<file path="src/hw/rtl/fcs_ram.sv">
module fcs_ram #(
  parameter int unsigned Width = 32,
  parameter int unsigned Depth = 16
) (
  input  logic                     clk_i,
  input  logic                     we_i,
  input  logic [$clog2(Depth)-1:0] waddr_i,
  input  logic [Width-1:0]         wdata_i,
  input  logic [$clog2(Depth)-1:0] raddr_i,
  output logic [Width-1:0]         rdata_o
);

  logic [Width-1:0] mem_q [Depth];

  always_ff @(posedge clk_i) begin
    if (we_i) begin
      mem_q[waddr_i] <= wdata_i;
    end
    rdata_o <= mem_q[raddr_i];
  end

endmodule
</file>
<file path="config.mk">
export PLATFORM = sky130hd
export DESIGN_NAME = fcs_ram
export DESIGN_NICKNAME = d
export VERILOG_FILES = /design/src/hw/rtl/fcs_ram.sv
export SDC_FILE = /design/constraint.sdc
export NUM_CORES = 1
export LEC_CHECK = 0
export BUFFER_PORTS_ARGS = -buffer_cell sky130_fd_sc_hd__buf_4
export CAP_MARGIN = 10
export CORE_ASPECT_RATIO = 1.25
export CORE_MARGIN = 2
export CORE_UTILIZATION = 37
export DETAILED_ROUTE_END_ITERATION = 7
export SLEW_MARGIN = 20
export SYNTH_ARGS = -nofsm -noshare
export SYNTH_HDL_FRONTEND = slang
export SYNTH_SLANG_ARGS = --single-unit
</file>
<file path="constraint.sdc">
create_clock -name clk_i -period 5.2 [get_ports clk_i]
set_clock_uncertainty 0.15 [all_clocks]
set_input_delay 0.52 -clock clk_i [delete_from_list [all_inputs] [get_ports clk_i]]
set_output_delay 0.52 -clock clk_i [all_outputs]
set_load 0.05 [all_outputs]
</file>
# Word level (Yosys, flattened, before mapping)
# Memory sizes are Yosys's and may differ from the RTL's. A register that Yosys moved wholly into a read port is not among the register bits.
# Cells that the tools add are included.
dict set report op_classes {
  mux 2
}
# operator n
set ops {}
lappend ops {{1-bit two-way mux} 2}
dict set report totals {
  memories 1
  register_bits 0
  elab_cells 3
  in_bits 42
  out_inout_bits 32
  ram_bits 512
}
# name depth width rd rd_ports_with_merged_regs wr line
set mem_list {}
lappend mem_list {mem_q 16 32 1 1 1 13} ;# logic [Width-1:0] mem_q [Depth];

# Logic depth before layout (Yosys ltp)
dict set report depth {
  depth_word 2
  depth_mapped 5
  ltp_nobuf 3
}

# Least setup slack after synthesis
# Ideal clock, no wire load.
dict set report synth_path {
  kind {input port to flip-flop}
  from {input waddr_i[2]}
  to {memory mem_q[0][0], enable pin}
  arrival_ns 3.238
  path_slack_ns 1.350
  path_buffers 0
  setup_time_ns 0.461
  cell_stages 2
  path_cell_list {or3b_2 -> nor3_1}
}
# item line
set synth_lines {}
lappend synth_lines {{start: declaration} 7} ;# input logic [$clog2(Depth)-1:0] waddr_i,
lappend synth_lines {{end: declaration} 13}
# Straight into the memory's write port.

# Final worst setup path
dict set report layout_path {
  from {input waddr_i[2]}
  to {memory mem_q[1][10], enable pin}
}
# Straight into the memory's write port.

==> results.yml <==
critical_path:
  reg2reg_slack_ns: 3.71
  critPathTopFamily: "simple AND/OR/NAND/NOR gates"
  crit_top_cell: "buf_4"
  critPathCaptureType: "register"
  crit_start: "waddr_i[2]"
  crit_required_ns: 5.31
  reg2reg_from: "mem_q[11][31]"
  worst-setup-path-type: "input pin to register"
  critPathBufInv: 2
  cp_max_fo: 23
  slowest_stage: "nor2_4"
  critical-path-max-stage-delay_ns: 0.85
  worstPathCellList: "buf_4 -> or3b_2 -> nor2_4 -> buf_4"
  arrival_ns: 2.45
  start_kind: "input pin"
cts:
  cts_inserted_buffers: 50
  htree_levels: 2
  clkTransAtPathRegs_ns: 0.06
  cts_tree: "yes"
  ctsResizeCount: 0
  cts_sinks: 544
  cts.path.max_buffers: 3
  insertion_delay_ns: 0.58
  holdBufCountCts: 0
  cts_setup_buffers: 0
  root_buffer: "clkbuf_16"
run_status:
  status: "complete, no violations"
drt:
  vias: 8857
  dr.pass1.iters: 5
  drcViolationCount: 0
  avgRoutedWirePerCell_um: 25.5
  drt-total-wl_um: 42200
  ant_nets: 0
  drtIter0Drc: 742
  vias_per_cell: 5.35
sta:
  rsz0062_at_grt: "false"
  period_share: 0.449
  finalSetupViolCount: 0
  fmax_ghz: 0.428
  hold_slack_ns: 0.0860
  finalHoldViolations: 0
  fin_tns_setup_ns: 0
  maxSlewViolCount: 0
  tightest_slew_ns: 1.11
  finalCriticalPeriod_ns: 2.34
  slew-limit-headroom: 0.257
floorplanning:
  die_h_um: 263
  die_area_mm2: 0.0555
  die_x_um: 211
  fp-row-count: 94
  initial_core_util: 0.376
  ios: 74
  core_mm2: 0.0528
yosys:
  ys_ff_latch: 544
  synth_fp_nets: 880
  synth_warnings: 0
  ys_types: 18
  avgSynthCellArea_um2: 23.7
  syn-cell-area_mm2: 0.0199
  yosysSeqAreaShare: 0.807
  syn_inst: 838
global_route:
  first_global_vias: 9360
  grt_max_degree: 65
  overflow: 0
  antenna_found_initial: 1
  grt_pass1_wl_um: 62100
  track_usage: 0.154
job:
  cap_violations: 0
final_layout:
  final_common_cell: "edfxtp_1"
  diodes: 0
  syn_to_final_growth_pct: 16.2
  nets: 986
  layout_common_cells: "edfxtp_1 (512), mux4_2 (128), buf_4 (93)"
  drive_gt1_frac: 0.323
pwr:
  power_density_mw_per_mm2: 401
  p_leak_nw: 7.34
  ir_drop_mv: 0.254
placement:
  hpwl_um: 20700
  gp_congestion: 0.682
  io_buffer_count: 73
min_path:
  holdCritPathClass: "input pin to register"
  min-delay-start: "wdata_i[13]"
[state kept, by name, summed over array words and instances (netlist names)]
| register | flops |
|---|---|
| mem_q | 512 |
| rdata_o | 32 |
[worst paths after layout]
path | cells after the start | endpoint
setup reg to reg | 3 | rdata_o[31]
hold reg to reg | 3 | rdata_o[29]
hold / removal | 1 | mem_q[10][13]
setup / recovery | 4 | mem_q[1][10]
[per-stage QoR]
| step | instances | area [µm²] | utilization | setup slack [ns] | power [mW] |
|---|---|---|---|---|---|
| 3_5_place_dp | 1563 | 21400 | 0.404 | 2.22 | 5.58 |
| 4_1_cts | 1654 | 23000 | 0.436 | 2.82 | 9.35 |
| 6_report | 1655 | 23100 | 0.437 | 2.86 | 9.26 |
| 5_1_grt | 1655 | 23100 | 0.437 | 2.66 | 9.54 |
| 2_1_floorplan | 838 | 19900 | - | 1.35 | 5.36 |
| 3_3_place_gp | 1563 | 21400 | 0.404 | 2.23 | 5.57 |
[metal layers]
metal,up-vias,GRT usage,wire length [µm]
met4,2,0.0428,821
met2,245,0.251,20500
met1,4777,0.215,18400
met3,58,0.0247,2440
met5,-,0,10
li1,3775,-,-
[cell type report]
class	instances	area, µm²
Fill cell	4382	29700
Clock inverter	23	330
Tap cell	672	841
Multi-Input combinational cell	251	3750
Clock buffer	68	1360
Sequential cell	544	16000
Timing Repair Buffer	97	772
[power breakdown]
part	total [mW]	switching (mW)	internal, mW
registers	4.93	0.0321	4.90
logic	0.543	0.342	0.201
clock network	3.78	1.55	2.24
[synthesized netlist by cell type (all sizes together)]
library cell | n | area share
buf | 26 | 0.0080
a22oi | 64 | 0.024
edfxtp | 512 | 0.77
nor3 | 4 | 0.0010
or3b | 1 | 0.00044
clkbuf | 17 | 0.0032
nor2 | 13 | 0.0025
nand2 | 33 | 0.0062
nand3 | 1 | 0.00025
mux4 | 128 | 0.15
and2 | 1 | 0.00032
nand2b | 2 | 0.00063
nand3b | 2 | 0.00076
nor2b | 2 | 0.00063
dfxtp | 32 | 0.032
[kinds of logic (layout without fill, tap and decap cells)]
logic type / count (synthesis) / after routing / share of synthesized area
compound gates: 64 / 64 / 0.0242
simple gates: 59 / 59 / 0.0127
flops: 544 / 544 / 0.807
mux: 128 / 128 / 0.145
buf+inv: 43 / 188 / 0.0112
(Power assumes the default switching activity.)
